<file path="src/rtl/ztd_pkg.sv">
// ----------------------------------------------------------------------------
// ztd_pkg: shared types, codes and decode functions
// Packed-text decoder: word and result formats, alphabet tables and the
// single-code decode step used by the back end.
// ----------------------------------------------------------------------------
`timescale 1ns / 1ps
`default_nettype none

package ztd_pkg;

  // Word and register widths
  localparam int WORD_W      = 16;
  localparam int CODE_W      = 5;
  localparam int CFG_INDEX_W = 8;
  localparam int CFG_DATA_W  = 16;

  // Default queue depths
  localparam int IN_DEPTH_DEF  = 2;
  localparam int OUT_DEPTH_DEF = 4;

  // Configuration register indexes
  localparam logic [CFG_INDEX_W-1:0] CFG_FORMAT_VERSION = 8'd0;
  localparam logic [CFG_INDEX_W-1:0] CFG_ABBREV_BASE    = 8'd1;

  localparam logic [7:0]  FORMAT_VERSION_RST = 8'd3;
  localparam logic [15:0] ABBREV_BASE_RST    = 16'd0;
  localparam logic [7:0]  ABBREV_MIN_VERSION = 8'd3;

  // Result kinds
  localparam logic [1:0] KIND_CHAR   = 2'd0;
  localparam logic [1:0] KIND_ABBREV = 2'd1;
  localparam logic [1:0] KIND_END    = 2'd2;
  localparam logic [1:0] KIND_NESTED = 2'd3;

  // Decoder status
  localparam logic [1:0] ST_NORMAL = 2'd0;
  localparam logic [1:0] ST_ABBREV = 2'd1;
  localparam logic [1:0] ST_ESC_HI = 2'd2;
  localparam logic [1:0] ST_ESC_LO = 2'd3;

  // Alphabet shift
  localparam logic [1:0] SH_LOWER = 2'd0;
  localparam logic [1:0] SH_UPPER = 2'd1;
  localparam logic [1:0] SH_PUNCT = 2'd2;

  localparam logic [4:0] CODE_SPACE  = 5'd0;
  localparam logic [4:0] CODE_FIRST  = 5'd6;
  localparam logic [4:0] CODE_ABBR_L = 5'd3;
  localparam logic [6:0] CHAR_SPACE  = 7'h20;

  typedef enum logic [1:0] {
    PH_IDLE,
    PH_RUN,
    PH_END
  } phase_t;

  typedef struct packed {
    logic        end_flag;
    logic [14:0] codes;
  } word_t;

  typedef struct packed {
    logic [1:0] status;
    logic [1:0] shift;
    logic [4:0] prev;
  } dec_t;

  typedef struct packed {
    logic [1:0]  kind;
    logic [6:0]  character;
    logic [15:0] ptr;
  } res_t;

  // Back end to output stage
  typedef struct packed {
    logic res_valid;
    logic word_done;
    res_t res;
  } step_t;

  typedef struct packed {
    res_t res;
    logic last;
  } out_item_t;

  typedef struct packed {
    dec_t dec;
    logic valid;
    logic req;
    res_t res;
  } dec_out_t;

  function automatic logic [6:0] punct_char(input logic [4:0] idx);
    logic [6:0] ch;
    case (idx)
      5'd0:    ch = 7'h20;
      5'd1:    ch = 7'h5e;
      5'd2:    ch = 7'h30;
      5'd3:    ch = 7'h31;
      5'd4:    ch = 7'h32;
      5'd5:    ch = 7'h33;
      5'd6:    ch = 7'h34;
      5'd7:    ch = 7'h35;
      5'd8:    ch = 7'h36;
      5'd9:    ch = 7'h37;
      5'd10:   ch = 7'h38;
      5'd11:   ch = 7'h39;
      5'd12:   ch = 7'h2e;
      5'd13:   ch = 7'h2c;
      5'd14:   ch = 7'h21;
      5'd15:   ch = 7'h3f;
      5'd16:   ch = 7'h5f;
      5'd17:   ch = 7'h23;
      5'd18:   ch = 7'h27;
      5'd19:   ch = 7'h22;
      5'd20:   ch = 7'h2f;
      5'd21:   ch = 7'h5c;
      5'd22:   ch = 7'h2d;
      5'd23:   ch = 7'h3a;
      5'd24:   ch = 7'h28;
      5'd25:   ch = 7'h29;
      default: ch = CHAR_SPACE;
    endcase
    return ch;
  endfunction

  function automatic logic [6:0] alpha_char(input logic [1:0] shift, input logic [4:0] idx);
    logic [6:0] ch;
    case (shift)
      SH_LOWER: ch = 7'h61 + {2'b00, idx};
      SH_UPPER: ch = 7'h41 + {2'b00, idx};
      default:  ch = punct_char(idx);
    endcase
    return ch;
  endfunction

  // One code through one decoder context.
  function automatic dec_out_t decode_code(input dec_t d, input logic [4:0] c,
                                           input logic inner, input logic [7:0] ver,
                                           input logic [15:0] base);
    dec_out_t   r;
    logic [7:0] z;
    logic [4:0] idx;
    logic [4:0] prev_m1;
    r.dec           = d;
    r.valid         = 1'b0;
    r.req           = 1'b0;
    r.res.kind      = KIND_CHAR;
    r.res.character = '0;
    r.res.ptr       = '0;
    idx             = c - CODE_FIRST;
    z               = {d.prev[2:0], c};
    prev_m1         = d.prev - 5'd1;
    unique case (d.status)
      ST_NORMAL: begin
        if (d.shift == SH_PUNCT && c == CODE_FIRST) begin
          r.dec.status = ST_ESC_HI;
          r.dec.shift  = SH_LOWER;
        end else if (c >= CODE_FIRST) begin
          r.valid         = 1'b1;
          r.res.character = alpha_char(d.shift, idx);
          r.dec.shift     = SH_LOWER;
        end else if (c == CODE_SPACE) begin
          r.valid         = 1'b1;
          r.res.character = CHAR_SPACE;
          r.dec.shift     = SH_LOWER;
        end else if (ver >= ABBREV_MIN_VERSION && c <= CODE_ABBR_L) begin
          r.dec.status = ST_ABBREV;
          r.dec.shift  = SH_LOWER;
        end else begin
          // one-code shift: odd codes punctuation, even codes upper case
          r.dec.shift = c[0] ? SH_PUNCT : SH_UPPER;
        end
      end
      ST_ABBREV: begin
        r.valid = 1'b1;
        if (inner) begin
          r.res.kind = KIND_NESTED;
        end else begin
          r.res.kind = KIND_ABBREV;
          r.res.ptr  = base + {5'd0, prev_m1, 6'd0} + {10'd0, c, 1'b0};
          r.req      = 1'b1;
        end
        r.dec.status = ST_NORMAL;
      end
      ST_ESC_HI: begin
        r.dec.status = ST_ESC_LO;
      end
      ST_ESC_LO: begin
        if (z >= 8'd32 && z < 8'd127) begin
          r.valid         = 1'b1;
          r.res.character = z[6:0];
        end
        r.dec.status = ST_NORMAL;
      end
    endcase
    r.dec.prev = c;
    return r;
  endfunction

endpackage

`default_nettype wire

</file>
<file path="src/rtl/ztd_front.sv">
// ----------------------------------------------------------------------------
// ztd_front: input word queue
// Accepts packed text words, splits off the end-of-string mark and queues
// them for the decode back end.
// ----------------------------------------------------------------------------
`timescale 1ns / 1ps
`default_nettype none

module ztd_front #(
  parameter int DEPTH = 2
) (
  input  wire                 clk,
  input  wire                 rst,
  input  wire                 push,
  output logic                full,
  input  wire  [15:0]         text_word,
  output logic                q_valid,
  output ztd_pkg::word_t      q_word,
  input  wire                 q_pop
);
  import ztd_pkg::*;

  localparam int IDX_W = (DEPTH > 1) ? $clog2(DEPTH) : 1;
  localparam int CNT_W = $clog2(DEPTH + 1);

  word_t            mem [DEPTH];
  logic [IDX_W-1:0] wr_ptr;
  logic [IDX_W-1:0] rd_ptr;
  logic [CNT_W-1:0] count;
  logic             wr_en;
  logic             rd_en;
  word_t            in_word;

  assign full    = (count == CNT_W'(DEPTH));
  assign q_valid = (count != '0);
  assign q_word  = mem[rd_ptr];
  assign wr_en   = push && !full;
  assign rd_en   = q_pop && q_valid;

  assign in_word.end_flag = text_word[15];
  assign in_word.codes    = text_word[14:0];

  always_ff @(posedge clk) begin
    if (wr_en) begin
      mem[wr_ptr] <= in_word;
    end
  end

  always_ff @(posedge clk) begin
    if (rst) begin
      wr_ptr <= '0;
      rd_ptr <= '0;
      count  <= '0;
    end else begin
      if (wr_en) begin
        wr_ptr <= (wr_ptr == IDX_W'(DEPTH - 1)) ? '0 : wr_ptr + 1'b1;
      end
      if (rd_en) begin
        rd_ptr <= (rd_ptr == IDX_W'(DEPTH - 1)) ? '0 : rd_ptr + 1'b1;
      end
      if (wr_en && !rd_en) begin
        count <= count + 1'b1;
      end else if (rd_en && !wr_en) begin
        count <= count - 1'b1;
      end
    end
  end

endmodule

`default_nettype wire

</file>
<file path="src/rtl/ztd_back.sv">
// ----------------------------------------------------------------------------
// ztd_back: code sequencer
// Walks the codes of each word one per cycle while adv is high, through the
// outer or abbreviation context, handles held codes and end of string.
// ----------------------------------------------------------------------------
`timescale 1ns / 1ps
`default_nettype none

module ztd_back (
  input  wire                 clk,
  input  wire                 rst,
  input  wire  [7:0]          format_version,
  input  wire  [15:0]         abbreviation_base,
  input  wire                 q_valid,
  input  ztd_pkg::word_t      q_word,
  output logic                q_pop,
  input  wire                 adv,
  output ztd_pkg::step_t      step
);
  import ztd_pkg::*;

  phase_t      phase, phase_next;
  logic [14:0] run_codes, run_codes_next;
  logic [1:0]  run_count, run_count_next;
  logic        run_end, run_end_next;
  logic        run_inner, run_inner_next;
  dec_t        outer, outer_next;
  dec_t        inner, inner_next;
  logic        in_abbrev, in_abbrev_next;
  logic [9:0]  held_codes, held_codes_next;
  logic [1:0]  held_count, held_count_next;
  logic        held_end, held_end_next;

  logic [4:0]  cur_code;
  dec_t        dsel;
  dec_out_t    dr;
  logic [1:0]  cnt_dec;
  logic        finish;
  logic        done;

  always_ff @(posedge clk) begin
    if (rst) begin
      phase      <= PH_IDLE;
      run_count  <= '0;
      run_end    <= 1'b0;
      run_inner  <= 1'b0;
      outer      <= '0;
      inner      <= '0;
      in_abbrev  <= 1'b0;
      held_codes <= '0;
      held_count <= '0;
      held_end   <= 1'b0;
    end else begin
      phase      <= phase_next;
      run_count  <= run_count_next;
      run_end    <= run_end_next;
      run_inner  <= run_inner_next;
      outer      <= outer_next;
      inner      <= inner_next;
      in_abbrev  <= in_abbrev_next;
      held_codes <= held_codes_next;
      held_count <= held_count_next;
      held_end   <= held_end_next;
    end
  end

  always_ff @(posedge clk) begin
    run_codes <= run_codes_next;
  end

  always_comb begin
    case (run_count)
      2'd3:    cur_code = run_codes[14:10];
      2'd2:    cur_code = run_codes[9:5];
      default: cur_code = run_codes[4:0];
    endcase
    dsel    = run_inner ? inner : outer;
    dr      = decode_code(dsel, cur_code, run_inner, format_version, abbreviation_base);
    cnt_dec = run_count - 2'd1;
  end

  always_comb begin
    phase_next      = phase;
    run_codes_next  = run_codes;
    run_count_next  = run_count;
    run_end_next    = run_end;
    run_inner_next  = run_inner;
    outer_next      = outer;
    inner_next      = inner;
    in_abbrev_next  = in_abbrev;
    held_codes_next = held_codes;
    held_count_next = held_count;
    held_end_next   = held_end;
    q_pop           = 1'b0;
    finish          = 1'b0;
    done            = 1'b0;
    step.res_valid  = 1'b0;
    step.word_done  = 1'b0;
    step.res        = dr.res;

    if (adv) begin
      unique case (phase)
        PH_IDLE: begin
        end
        PH_RUN: begin
          if (run_count == 2'd0) begin
            finish = 1'b1;
          end else begin
            if (run_inner) begin
              inner_next = dr.dec;
            end else begin
              outer_next = dr.dec;
            end
            step.res_valid = dr.valid;
            run_count_next = cnt_dec;
            if (dr.req) begin
              // park the rest of the word until the abbreviation is done
              case (cnt_dec)
                2'd2:    held_codes_next = run_codes[9:0];
                2'd1:    held_codes_next = {5'd0, run_codes[4:0]};
                default: held_codes_next = '0;
              endcase
              held_count_next = cnt_dec;
              held_end_next   = run_end;
              in_abbrev_next  = 1'b1;
              inner_next      = '0;
              done            = 1'b1;
            end else if (cnt_dec == 2'd0) begin
              finish = 1'b1;
            end
          end
          if (finish) begin
            if (run_inner && run_end) begin
              // abbreviation over: resume the held codes with outer state
              inner_next      = '0;
              in_abbrev_next  = 1'b0;
              held_codes_next = '0;
              held_count_next = '0;
              held_end_next   = 1'b0;
              run_codes_next  = {5'd0, held_codes};
              run_count_next  = (held_count == 2'd3) ? 2'd2 : held_count;
              run_end_next    = held_end;
              run_inner_next  = 1'b0;
            end else if (run_inner || !run_end) begin
              done = 1'b1;
            end else begin
              phase_next = PH_END;
            end
          end
        end
        PH_END: begin
          step.res_valid     = 1'b1;
          step.res.kind      = KIND_END;
          step.res.character = '0;
          step.res.ptr       = '0;
          outer_next         = '0;
          done               = 1'b1;
        end
        default: begin
          phase_next = PH_IDLE;
        end
      endcase

      if (phase == PH_IDLE || done) begin
        if (q_valid) begin
          q_pop          = 1'b1;
          phase_next     = PH_RUN;
          run_codes_next = q_word.codes;
          run_count_next = 2'd3;
          run_end_next   = q_word.end_flag;
          run_inner_next = in_abbrev_next;
        end else begin
          phase_next = PH_IDLE;
        end
      end
    end
    step.word_done = done;
  end

endmodule

`default_nettype wire

</file>
<file path="src/rtl/ztd_outq.sv">
// ----------------------------------------------------------------------------
// ztd_outq: result stage and result queue
// Holds the newest result back one step so that the final result of each
// word can be marked, then queues results for the consumer.
// ----------------------------------------------------------------------------
`timescale 1ns / 1ps
`default_nettype none

module ztd_outq #(
  parameter int DEPTH = 4
) (
  input  wire                 clk,
  input  wire                 rst,
  input  ztd_pkg::step_t      step,
  output logic                space,
  output logic                empty,
  input  wire                 pop,
  output ztd_pkg::out_item_t  head
);
  import ztd_pkg::*;

  localparam int IDX_W = (DEPTH > 1) ? $clog2(DEPTH) : 1;
  localparam int CNT_W = $clog2(DEPTH + 1);

  out_item_t        mem [DEPTH];
  logic [IDX_W-1:0] wr_ptr;
  logic [IDX_W-1:0] rd_ptr;
  logic [CNT_W-1:0] count;
  logic             rd_en;

  // pending result
  res_t             pend, pend_next;
  logic             pend_valid, pend_valid_next;
  logic             pend_closed, pend_closed_next;
  logic             wr_en;
  out_item_t        wr_item;

  assign space = (count != CNT_W'(DEPTH));
  assign empty = (count == '0);
  assign head  = mem[rd_ptr];
  assign rd_en = pop && !empty;

  always_comb begin
    pend_next        = pend;
    pend_valid_next  = pend_valid;
    pend_closed_next = pend_closed;
    wr_en            = 1'b0;
    wr_item.res      = pend;
    wr_item.last     = 1'b0;
    if (space) begin
      if (pend_valid && pend_closed) begin
        wr_en           = 1'b1;
        wr_item.last    = 1'b1;
        pend_valid_next = 1'b0;
      end
      if (step.res_valid) begin
        if (pend_valid && !pend_closed) begin
          wr_en = 1'b1;
        end
        pend_next        = step.res;
        pend_valid_next  = 1'b1;
        pend_closed_next = step.word_done;
      end else if (step.word_done && pend_valid && !pend_closed) begin
        wr_en           = 1'b1;
        wr_item.last    = 1'b1;
        pend_valid_next = 1'b0;
      end
    end
  end

  always_ff @(posedge clk) begin
    pend <= pend_next;
    if (wr_en) begin
      mem[wr_ptr] <= wr_item;
    end
  end

  always_ff @(posedge clk) begin
    if (rst) begin
      pend_valid  <= 1'b0;
      pend_closed <= 1'b0;
      wr_ptr      <= '0;
      rd_ptr      <= '0;
      count       <= '0;
    end else begin
      pend_valid  <= pend_valid_next;
      pend_closed <= pend_closed_next;
      if (wr_en) begin
        wr_ptr <= (wr_ptr == IDX_W'(DEPTH - 1)) ? '0 : wr_ptr + 1'b1;
      end
      if (rd_en) begin
        rd_ptr <= (rd_ptr == IDX_W'(DEPTH - 1)) ? '0 : rd_ptr + 1'b1;
      end
      if (wr_en && !rd_en) begin
        count <= count + 1'b1;
      end else if (rd_en && !wr_en) begin
        count <= count - 1'b1;
      end
    end
  end

endmodule

`default_nettype wire

</file>
<file path="src/rtl/zstring_text_decoder_top.sv">
// ----------------------------------------------------------------------------
// zstring_text_decoder_top: packed text decoder
// Decodes 16-bit packed text words (three 5-bit codes each) into characters,
// abbreviation requests and end-of-string marks.
// ----------------------------------------------------------------------------
// Usage:
//   Input side is a queue: drive text_word with push; a word is taken on a
//   clock edge with push high and full low. Results come out as a queue:
//   while empty is low, kind/character/pointer_address/last show the oldest
//   result; pop high on an edge takes it. last marks a word's final result.
//   An abbreviation result (kind 1) carries the pointer-table entry address;
//   the feeder then pushes that abbreviation's words, the last one with bit
//   15 set, and decoding resumes with the held rest of the original word.
//   Config: cfg_valid/cfg_ready write cfg_data into register cfg_index
//   (0 format version, 1 abbreviation table base); write only when idle.
//   Path: a taken word passes the input queue and the back end's code
//   register; each result is then held one step in the pending register
//   so last can be set, and is written into the result queue after that.
//   Throughput: while the result queue has space, the back end decodes
//   one code per cycle; an end-of-string mark adds a state of its own, and
//   an abbreviation's closing word also decodes up to two held codes.
//   Reset: synchronous; queues empty, decoder state cleared, version 3,
//   table base 0. A stalled consumer fills the result queue, which stops
//   the back end; the input queue then fills and full rises.
// ----------------------------------------------------------------------------
`timescale 1ns / 1ps
`default_nettype none

module zstring_text_decoder_top #(
  parameter int IN_DEPTH  = ztd_pkg::IN_DEPTH_DEF,
  parameter int OUT_DEPTH = ztd_pkg::OUT_DEPTH_DEF
) (
  input  wire                              clk,
  input  wire                              rst,
  // word input
  input  wire                              push,
  output logic                             full,
  input  wire  [ztd_pkg::WORD_W-1:0]       text_word,
  // result output
  output logic                             empty,
  input  wire                              pop,
  output logic [1:0]                       kind,
  output logic [6:0]                       character,
  output logic [15:0]                      pointer_address,
  output logic                             last,
  // configuration writes
  input  wire                              cfg_valid,
  output logic                             cfg_ready,
  input  wire  [ztd_pkg::CFG_INDEX_W-1:0]  cfg_index,
  input  wire  [ztd_pkg::CFG_DATA_W-1:0]   cfg_data
);
  import ztd_pkg::*;

  logic [7:0]  format_version;
  logic [15:0] abbreviation_base;

  logic        q_valid;
  word_t       q_word;
  logic        q_pop;
  logic        space;
  step_t       step;
  out_item_t   head;

  // Configuration registers; always writable.
  assign cfg_ready = 1'b1;

  always_ff @(posedge clk) begin
    if (rst) begin
      format_version    <= FORMAT_VERSION_RST;
      abbreviation_base <= ABBREV_BASE_RST;
    end else if (cfg_valid && cfg_ready) begin
      unique case (cfg_index)
        CFG_FORMAT_VERSION: format_version    <= cfg_data[7:0];
        CFG_ABBREV_BASE:    abbreviation_base <= cfg_data;
        default: begin
        end
      endcase
    end
  end

  // Front: input word queue
  ztd_front #(
    .DEPTH (IN_DEPTH)
  ) u_front (
    .clk       (clk),
    .rst       (rst),
    .push      (push),
    .full      (full),
    .text_word (text_word),
    .q_valid   (q_valid),
    .q_word    (q_word),
    .q_pop     (q_pop)
  );

  // Back: one code per cycle through the decoder contexts while space is high
  ztd_back u_back (
    .clk               (clk),
    .rst               (rst),
    .format_version    (format_version),
    .abbreviation_base (abbreviation_base),
    .q_valid           (q_valid),
    .q_word            (q_word),
    .q_pop             (q_pop),
    .adv               (space),
    .step              (step)
  );

  // Result marking and result queue
  ztd_outq #(
    .DEPTH (OUT_DEPTH)
  ) u_outq (
    .clk   (clk),
    .rst   (rst),
    .step  (step),
    .space (space),
    .empty (empty),
    .pop   (pop),
    .head  (head)
  );

  assign kind            = head.res.kind;
  assign character       = head.res.character;
  assign pointer_address = head.res.ptr;
  assign last            = head.last;

endmodule

`default_nettype wire

</file>
<file path="config.mk">
export PLATFORM = sky130hd
export DESIGN_NAME = zstring_text_decoder_top
export DESIGN_NICKNAME = d
export VERILOG_FILES = /design/src/rtl/ztd_pkg.sv /design/src/rtl/ztd_front.sv /design/src/rtl/ztd_back.sv /design/src/rtl/ztd_outq.sv /design/src/rtl/zstring_text_decoder_top.sv
export SDC_FILE = /design/constraint.sdc
export NUM_CORES = 1
export LEC_CHECK = 0
export ABC_AREA = 1
export BUFFER_PORTS_ARGS = -buffer_cell sky130_fd_sc_hd__buf_2
export CAP_MARGIN = 25
export CORE_ASPECT_RATIO = 1.5
export CORE_UTILIZATION = 60
export DETAILED_ROUTE_END_ITERATION = 10
export MAX_ROUTING_LAYER = met4
export PLACE_DENSITY = 0.84
export SLEW_MARGIN = 20
export SYNTH_ARGS = -nofsm -noshare
export SYNTH_HDL_FRONTEND = slang
export SYNTH_SLANG_ARGS = --single-unit
</file>
<file path="constraint.sdc">
create_clock -name clk -period 4.5 [get_ports clk]
set_input_delay 0.45 -clock clk [delete_from_list [all_inputs] [get_ports clk]]
set_output_delay 0.45 -clock clk [all_outputs]
set_load 0.02 [all_outputs]
</file>
Yosys cells after proc, flatten, opt, wreduce, memory -nomap -nowiden

Memory sizes are Yosys's and may differ from the RTL's. A register that Yosys moved wholly into a read port is not among the register bits.
Index checks and enable logic that the tools add are counted.

Memory bits (writable): 136
Memories: 3
Input bits: 45
Logic and storage cells: 251
Flip-flop bits (word level): 115
ROM bits: 224

Reductions and logical operators: 49
$lt $le $gt $ge: 5
Equal/unequal tests: 24
Add/sub/neg operators: 15
Bitwise operators: 1
Mux-type cells: 125

Memories:

| memory          | depth | width | read ports | clocked after memory_dff | write ports | RTL line        | RTL |
|---|---|---|---|---|---|---|---|
| (no name shown) | 32    | 7     | 1          | 0                        | 0           | ztd_pkg.sv:95   | `case (idx)` |
| u_outq.mem      | 4     | 26    | 1          | 1                        | 1           | ztd_outq.sv:25  | `out_item_t mem [DEPTH];` |
| u_front.mem     | 2     | 16    | 1          | 1                        | 1           | ztd_front.sv:26 | `word_t mem [DEPTH];` |

Operator list:

| operator                                                           | number |
|---|---|
| 2-to-1 mux 15 bit                                                  | 5 |
| 2-to-1 mux 9 bit                                                   | 8 |
| 2-to-1 mux 1 bit                                                   | 60 |
| 2-to-1 mux 2 bit                                                   | 30 |
| 2-to-1 mux 10 bit                                                  | 4 |
| case mux 7 bit (2 select lines)                                    | 2 |
| == test 2 bit (second input constant)                              | 11 |
| 2-to-1 mux 7 bit                                                   | 3 |
| case mux 10 bit (2 select lines)                                   | 1 |
| case mux 9 bit (2 select lines)                                    | 1 |
| adder 16 x 11 -> 16 bit                                            | 1 |
| adder 16 x 6 -> 16 bit                                             | 1 |
| logical AND 1 bit                                                  | 15 |
| zero test 2 bit                                                    | 5 |
| case mux 5 bit (2 select lines)                                    | 1 |
| AND reduction 2 bit                                                | 5 |
| 2-to-1 mux 3 bit                                                   | 3 |
| != test 3 bit (second input constant)                              | 3 |
| == test 2 x 1 -> 1 bit (second input constant)                     | 4 |
| == test 8 x 1 -> 1 bit (second input constant)                     | 1 |
| greater-or-equal comparator 8 x 2 -> 1 bit (second input constant) | 1 |
| greater-or-equal comparator 8 x 6 -> 1 bit (second input constant) | 1 |
| zero test 1 bit                                                    | 8 |
| zero test 8 bit                                                    | 1 |
| other kinds (32)                                                   | 44 |

Logic depth before layout (Yosys ltp)

Gate-level depths: netlist (run 1).

Word-level depth: 20
Depth in mapped cells: 23
Depth with buffers taken out: 23

Hierarchy

From an unflattened synthesis (run 1), not the netlist that was laid out.

Cells, all modules: 1307
Area, all modules: 12301.8 µm²

By module, submodules not included:

| module                   | sequential area each (µm²) | cells each | area each (µm²) | times used |
|---|---|---|---|---|
| ztd_outq                 | 4093.9                     | 360        | 5195.0          | 1 |
| ztd_back                 | 1211.2                     | 700        | 4528.1          | 1 |
| ztd_front                | 1061.0                     | 87         | 1453.9          | 1 |
| zstring_text_decoder_top | 480.5                      | 160        | 1124.8          | 1 |

Worst setup path before layout (run 1)

No wires, ideal clock.

Path type: flip-flop to flip-flop
Start point: register u_back.run_count[0]
End point: memory u_outq.mem[1][0] (netlist bit), enable pin
Library setup time: 0.409 ns
Slack: 0.681 ns
Data required time: 4.091 ns
Stages on the path, launching flop included: 17
Data arrival time: 3.410 ns
Buffers on the path: 0
Cell sequence: dfxtp_1 > inv_1 > ha_1 > nor2_4 > nand2_1 > nand2_4 > ha_1 > inv_1 > nand3_1 > nand3_2 > nand3_1 > nand2_1 > nand2_2 > nand3_4 > nand2_4 > inv_4 > nor2_1

Cells in the longest elaborated chain, start to end: 18
Elaborated cells between the ends (all ways): 40

RTL lines:

| what                                       | RTL line        | RTL |
|---|---|---|
| start, declared                            | ztd_back.sv:24  | `logic [1:0] run_count, run_count_next;` |
| start signal, assigned                     | ztd_back.sv:55  | `run_count <= run_count_next;` |
| subtractor 2 x 1 -> 2 bit                  | ztd_back.sv:79  | `cnt_dec = run_count - 2'd1;` |
| zero test 2 bit                            | ztd_back.sv:128 | `end else if (cnt_dec == 2'd0) begin` |
| 2-to-1 mux 1 bit                           | ztd_back.sv:128 |  |
| 2-to-1 mux 1 bit                           | ztd_back.sv:116 | `if (dr.req) begin` |
| 2-to-1 mux 1 bit                           | ztd_back.sv:106 | `if (run_count == 2'd0) begin` |
| 2-to-1 mux 1 bit                           | ztd_back.sv:102 | `unique case (phase)` |
| 2-to-1 mux 1 bit                           | ztd_back.sv:101 | `if (adv) begin` |
| 2-to-1 mux 1 bit                           | ztd_back.sv:132 | `if (finish) begin` |
| case mux 1 bit (2 select lines)            | ztd_back.sv:102 |  |
| 2-to-1 mux 1 bit (2 in a row)              | ztd_back.sv:101 |  |
| logical AND 1 bit (2 in a row)             | ztd_outq.sv:63  | `end else if (step.word_done && pend_valid && !pend_closed) begin` |
| 2-to-1 mux 1 bit                           | ztd_outq.sv:63  |  |
| 2-to-1 mux 1 bit (*)                       | ztd_outq.sv:56  | `if (step.res_valid) begin` |
| 2-to-1 mux 1 bit (*)                       | ztd_outq.sv:50  | `if (space) begin` |
| named net u_outq.wr_en                     | ztd_outq.sv:35  | `logic wr_en;` |
| 2-to-1 mux 1 bit (*)                       | ztd_outq.sv:73  | `if (wr_en) begin` |
| 2-to-1 mux 1 bit (implied by the code) (*) | ztd_outq.sv:74  | `mem[wr_ptr] <= wr_item;` |
| end, declared                              | ztd_outq.sv:25  |  |

The timed path passes the listed nets; every way through them passes the cells marked *. The select of a mux whose other input is x is not followed.

Final worst setup path (run 1)

Start point: register u_back.run_inner
End point: register u_outq.count[2]

Cells in the longest elaborated chain, start to end: 19
Elaborated cells between the ends (all ways): 41

RTL lines:

| what                                | RTL line                         | RTL |
|---|---|---|
| start, declared                     | ztd_back.sv:26                   | `logic run_inner, run_inner_next;` |
| start signal, assigned              | ztd_back.sv:57                   | `run_inner <= run_inner_next;` |
| 2-to-1 mux 9 bit                    | ztd_back.sv:77                   | `dsel = run_inner ? inner : outer;` |
| == test 2 x 1 -> 1 bit              | ztd_pkg.sv:154                   | `unique case (d.status)` |
| 2-to-1 mux 3 bit                    | ztd_pkg.sv:154                   |  |
| 2-to-1 mux 1 bit                    | ztd_back.sv:116                  |  |
| 2-to-1 mux 1 bit                    | ztd_back.sv:106                  |  |
| 2-to-1 mux 1 bit (on tied branches) | ztd_back.sv:144, ztd_back.sv:102 |  |
| 2-to-1 mux 1 bit (on tied branches) | ztd_back.sv:133, ztd_back.sv:101 |  |
| 2-to-1 mux 1 bit                    | ztd_back.sv:132                  |  |
| [... 3 more ...]                    | n/a                              |  |
| logical AND 1 bit (2 in a row)      | ztd_outq.sv:63                   |  |
| 2-to-1 mux 1 bit                    | ztd_outq.sv:63                   |  |
| 2-to-1 mux 1 bit (*)                | ztd_outq.sv:56                   |  |
| 2-to-1 mux 1 bit (*)                | ztd_outq.sv:50                   |  |
| named net u_outq.wr_en              | ztd_outq.sv:35                   |  |
| zero test 1 bit                     | ztd_outq.sv:96                   | `end else if (rd_en && !wr_en) begin` |
| logical AND 1 bit                   | ztd_outq.sv:96                   |  |
| nonzero test 2 bit (no source line) | n/a                              |  |
| end signal, assigned                | ztd_outq.sv:95                   | `count <= count + 1'b1;` |
| end signal, assigned                | ztd_outq.sv:97                   | `count <= count - 1'b1;` |
| end, declared                       | ztd_outq.sv:28                   | `logic [CNT_W-1:0] count;` |

Marks and branches as above.
A chain may end at the register's enable or synchronous reset.

==> flow_summary.ini, run 1 <==
[status]
status = complete, no violations

[pwr]
p_comb_share_pct = 44.8
swShare_pct = 42.3
leakage_nw = 5.47
p_switching_mw = 3.98
seqPwrFrac_pct = 32.9
clock_power_share_pct = 22.4
ir_drop_uv = 468
internal_power_mw = 5.43
p_per_area_nw_per_um2 = 695
total_power_mw = 9.41

[yosys]
synth.area.top_cells = edfxtp_1, dfxtp_1, nand2_1, nor2_1, ha_1
ys_ff_latch = 254
yosysMostFrequentCell = nand2_1
seq_area_frac_synth_pct = 56.4
synthTopCellsByCount = nand2_1, edfxtp_1, nor2_1
ys.flop_type = edfxtp_1
yosys.area.top_type_share_pct = 43.5
avgSynthCellArea_sq_um = 9.81
synth_cells = 1238
async_flop_share_pct = 0
syn_nets = 1326
yosys_warnings = 0
yosysTopAreaCell = edfxtp_1
syn-cell-area_sq_um = 12100
synth-edff-count = 176
yosysUniqueCellTypes = 57

[final_layout]
antenna_cells = 0
drive_gt1_share_pct = 16.6
layout.nets = 1391
syn_to_final_growth_pct = 11.5

[route]
firstDrtPassIters = 5
ant_nets = 0
routedWlPerCell_um = 16.0
drc = 0
vias_per_cell = 5.60
routed_wl_mm = 25.3
drt_iter0_markers = 532
vias = 8845

[timing]
setup_violations = 0
finalSetupTns_ns = 0
worstMarginPinSlew_ns = 0.994
maxSlewHeadroom_pct = 33.7
fmax_mhz = 253
rsz0062_at_grt = no
period_needed_ns = 3.96
skew_ns = 0.0291
finalHoldViolCount = 0
finalCritPeriodShare_pct = 88.0
slew_violations = 0

[global_route]
grt_usage_pct = 25.4
grt_pass1_vias = 8816
grt_first_pass_wirelength_mm = 40.7
grt_max_degree = 53
overflow = 0
antenna_found_initial = 0

[cts]
cts_num_sinks = 254
clkTransAtPathRegs_ns = 0.07
cts-root-buf = clkbuf_16
post_cts_resized = 0
htree_levels = 1
cts_tree = done
ctsHoldBuffers = 0
post_cts_buffers = 0
cts-buffers-inserted = 23
worst_skew_pair.late_latency_ns = 0.53
cts_buffer_depth = 3

[place]
routabilityCongestion = 0.921
dpl.hpwl_mm = 18.0
port-buffer-count = 72

[die]
io_pins = 74
initial_core_util_pct = 61.4
rows = 63
dieWidth_um = 118
core_area_sq_um = 19800
fp.dieH_um = 176
dieArea_sq_um = 20800

[critical_path]
cp_max_fo = 16
startpoint_type = register
cpLargestDelayFamily = simple AND/OR/NAND/NOR gates
critPathSlowestCell = dfxtp_1
path_cells = inv_2 -> or2_1 -> o21ai_0 -> ha_1 -> nand2_2 -> a21oi_2 -> nor2_2 -> o21ai_1 -> nand2_1 -> nand2_1 -> nand3_1 -> nand2_4 -> ha_1 -> inv_1 -> fa_1 -> a21oi_1 -> o21ai_0 -> o21ai_0 -> a21oi_1
end_kind = register
path_buf_inv = 2
arrival_ns = 4.38
worstSetupPathType = reg -> reg
cp.required_ns = 4.92
cpPeakStageDelay_ns = 0.67
cp_common_cell = o21ai_0

[hold_path]
min_path_type = in -> reg

[flow_run]
drv_cap = 0
-- final timing paths --
check | to | slack, ns | startpoint | depth (start not counted)
min reg2reg | u_back.in_abbrev | 0.46 | u_back.in_abbrev | 2
max reg2reg | u_outq.count[2] | 0.54 | u_back.run_inner | 19
min | u_front.mem[1][15] | 0.10 | text_word[15] | 1
max | u_outq.count[2] | 0.54 | u_back.run_inner | 19
-- cell usage in the layout (no fill, tap or decap), types with 6 or more instances in the layout --
cell type and n:
a211oi_1 23, a21oi_1 76, a31oi_1 6, buf_2 72, buf_4 11, clkbuf_16 23
dfxtp_1 78, edfxtp_1 176, ha_1 41, inv_1 102, inv_2 14, mux2i_1 15
nand2_1 200, nand2_2 20, nand2_4 12, nand3_1 29, nand3_2 6, nor2_1 140
nor2_2 12, nor2_4 7, nor3_1 9, o21ai_0 101, o21ai_1 36, o21ai_2 6
o22ai_1 27
-- registers in the layout, summed over array words and instances, names as in the netlist, 2 cells and up, named ones only --
| register | cells |
|---|---|
| u_back.run_codes | 15 |
| u_back.held_codes | 10 |
| u_back.outer | 9 |
| u_back.run_count | 2 |
| u_back.held_count | 2 |
| u_outq.mem | 104 |
| u_outq.pend | 25 |
| u_front.count | 2 |
| abbreviation_base | 16 |
| u_back.phase | 2 |
| u_outq.wr_ptr | 2 |
| format_version | 8 |
| u_back.inner | 9 |
| u_outq.rd_ptr | 2 |
| u_outq.count | 3 |
| u_front.mem | 32 |
-- cell type report --
type                    instances  area (sq um)
repair buffers                 83           443
well taps                     260           325
flip-flops and latches        254          6850
clock buffers                  26           587
fillers                      1450          6250
multi-input cells             818          4620
inverters                     123           478
clock inverters                16           239
-- cell families (layout without fill, tap and decap cells) --
| logic type | count (synthesis) | in the layout | synth area share [%] |
|---|---|---|---|
| other | 1 | 1 | 0.0309 |
| multiplexers | 15 | 15 | 1.24 |
| AO/OA/AOI/OAI | 296 | 296 | 13.7 |
| buffers and inverters | 166 | 248 | 5.60 |
| AND/OR/NAND/NOR | 457 | 457 | 17.9 |
| adder cells (fa/ha/maj) | 43 | 43 | 4.55 |
| XOR/XNOR | 6 | 6 | 0.587 |
| flip-flops | 254 | 254 | 56.4 |
-- metal layers --
metal | up-vias | wire, um | GRT usage, %
met1 | 4108 | 8950 | 23.3
met5 | - | 0 | -
met2 | 249 | 14100 | 49.0
met3 | 117 | 829 | 2.75
met4 | 0 | 1440 | 16.2
li1 | 4371 | - | -
-- power groups by stage --
stage          Sequential [mW]  Combinational, mW  Clock, mW
2_1_floorplan             3.03               3.26          0
5_1_grt                   3.12               4.68       2.21
3_5_place_dp              3.13               4.17          0
3_3_place_gp              3.12               4.11          0
4_1_cts                   3.09               4.20       2.13
6_report                  3.09               4.21       2.10
-- through the flow --
stage / worst slack [ns] / util, % / hold slack, ns / area, sq um / cells
2_1_floorplan: 0.681 / - / 0.426 / 12100 / 1238
3_3_place_gp: 0.738 / 64.3 / 0.437 / 12700 / 1538
3_5_place_dp: 0.617 / 64.3 / 0.439 / 12700 / 1538
4_1_cts: 0.604 / 68.4 / 0.0914 / 13500 / 1580
5_1_grt: 0.224 / 68.4 / 0.0969 / 13500 / 1580
6_report: 0.542 / 68.4 / 0.104 / 13500 / 1580
No activity file was read; power rests on OpenSTA's default activity.
==> run 2: changes to the inputs <==
--- a/config.mk
+++ b/config.mk
@@ -9,6 +9,7 @@
 export BUFFER_PORTS_ARGS = -buffer_cell sky130_fd_sc_hd__buf_2
 export CAP_MARGIN = 25
 export CORE_ASPECT_RATIO = 1.5
+export CORE_MARGIN = 1.5
 export CORE_UTILIZATION = 60
 export DETAILED_ROUTE_END_ITERATION = 10
 export MAX_ROUTING_LAYER = met4
==> flow_summary.ini, run 2 (same netlist as run 1, synthesis figures left out) <==
[final_layout]
top_regs = u_outq.mem (104), u_front.mem (32), u_outq.pend (25)
syn_to_final_growth_pct = 11.1
fillers = 1503
regMostFlops = u_outq.mem
drive_gt1_share_pct = 16.5
antenna_cells = 0
final-seq-area_sq_um = 6850
final_cell_area_sq_um = 13500
layout.nets = 1391
multi_input_area_sq_um = 4620
mostFrequentLayoutCell = nand2_1
largest_reg_flops = 104
final_cell_mix = nand2_1, edfxtp_1, nor2_1
stdcell_count = 1579

[die]
initial_core_util_pct = 61.4
fp.dieH_um = 177
io_pins = 74
rows = 63
dieArea_sq_um = 21100
dieWidth_um = 119
core_area_sq_um = 19800

[global_route]
overflow = 0
grt_usage_pct = 25.3
use_met2_pct = 48.8
antenna_found_initial = 0
use_met3_pct = 2.51
grt_pass1_vias = 8964
met1_usage_pct = 24.2
grt_max_degree = 53
grt_first_pass_wirelength_mm = 41.6
busiest_layer = met2

[place]
port-buffer-count = 72
dp_cells = 1538
place_area_sq_um = 12700
pre_cts_ws_ns = 0.551
routabilityCongestion = 0.933
dpl.hpwl_mm = 18.0

[timing]
hold_slack_ns = 0.119
finalSetupTns_ns = 0
skew_ns = 0.0234
fmax_mhz = 249
period_needed_ns = 4.01
worstMarginPinSlew_ns = 0.969
setup_violations = 0
maxSlewHeadroom_pct = 35.4
finalWorstSetupSlack_ns = 0.487
rsz0062_at_grt = no
slew_violations = 0
finalCritPeriodShare_pct = 89.2
finalHoldViolCount = 0

[route]
routedWlPerCell_um = 16.2
routed_wl_mm = 25.5
drc = 0
drt_iter0_markers = 653
vias = 8915
firstDrtPassIters = 5
vias_per_cell = 5.65
ant_nets = 0

[critical_path]
startpoint_type = register
end_kind = register
worstSetupStartpoint = u_back.run_inner
r2r_start = u_back.run_inner
cp_max_fo = 16
r2r_cells = 19
arrival_ns = 4.42
cp.required_ns = 4.91
worstSetupPathType = reg -> reg

[hold_path]
hold_depth = 1
min_path_type = in -> reg
worstHoldStart = text_word[9]

[cts]
cts-buffers-inserted = 23
clkTransAtPathRegs_ns = 0.07
post_cts_buffers = 0
worst_skew_pair.late_latency_ns = 0.52
cts_buffer_depth = 3
cts_num_sinks = 254
post_cts_resized = 0
cts-root-buf = clkbuf_16
ctsHoldBuffers = 0
htree_levels = 1
cts_tree = done

[pwr]
leakage_nw = 5.44
p_per_area_nw_per_um2 = 692
ir_drop_uv = 497

[flow_run]
drv_cap = 0

[status]
status = complete, no violations
-- run 2: path summary, 6_finish.rpt --
kind                                     endpoint  slack [ns]
worst min register to register   u_back.in_abbrev        0.46
worst min-delay path            u_front.mem[0][9]        0.12
worst max-delay path              u_outq.count[2]        0.49
worst max register to register    u_outq.count[2]        0.49
-- run 2: layout make-up --
cell class | instances | area share [%]
clock buffers | 25 | 4.32
clock inverters | 16 | 1.47
inverters | 123 | 3.54
multi-input cells | 818 | 34.2
flip-flops and latches | 254 | 50.7
well taps | 260 | 2.41
repair buffers | 83 | 3.28
-- run 2: critical path, stage by stage (launching register included) --
cell	delay [ns]
dfxtp_1	0.67
inv_2	0.26
or2_1	0.26
o21ai_0	0.18
ha_1	0.31
nand2_2	0.10
a21oi_2	0.20
nor2_2	0.06
o21ai_1	0.16
nand2_1	0.11
nand2_1	0.08
nand3_1	0.23
nand2_4	0.19
ha_1	0.15
inv_1	0.07
fa_1	0.39
a21oi_1	0.15
o21ai_0	0.11
o21ai_0	0.15
a21oi_1	0.05
-- run 2: stage by stage --
stage | power (mW) | utilization [%]
2_1_floorplan | 6.29 | -
3_3_place_gp | 7.21 | 64.3
3_5_place_dp | 7.28 | 64.3
4_1_cts | 9.33 | 68.2
5_1_grt | 9.94 | 68.2
6_report | 9.34 | 68.2
-- run 2: power breakdown --
group | switching, mW | internal, mW | leakage, nW
Clock | 0.853 | 1.18 | 0.378
Combinational | 2.90 | 1.33 | 2.78
Sequential | 0.221 | 2.86 | 2.28
Total | 3.97 | 5.36 | 5.44
-- run 2: per-layer routing --
metal	wire (um)	vias up	part of all wire, %
met1	9030	4142	35
met4	1380	0	5.4
met3	1050	114	4.1
met5	0	-	0
met2	14100	297	55
li1	-	4362	-
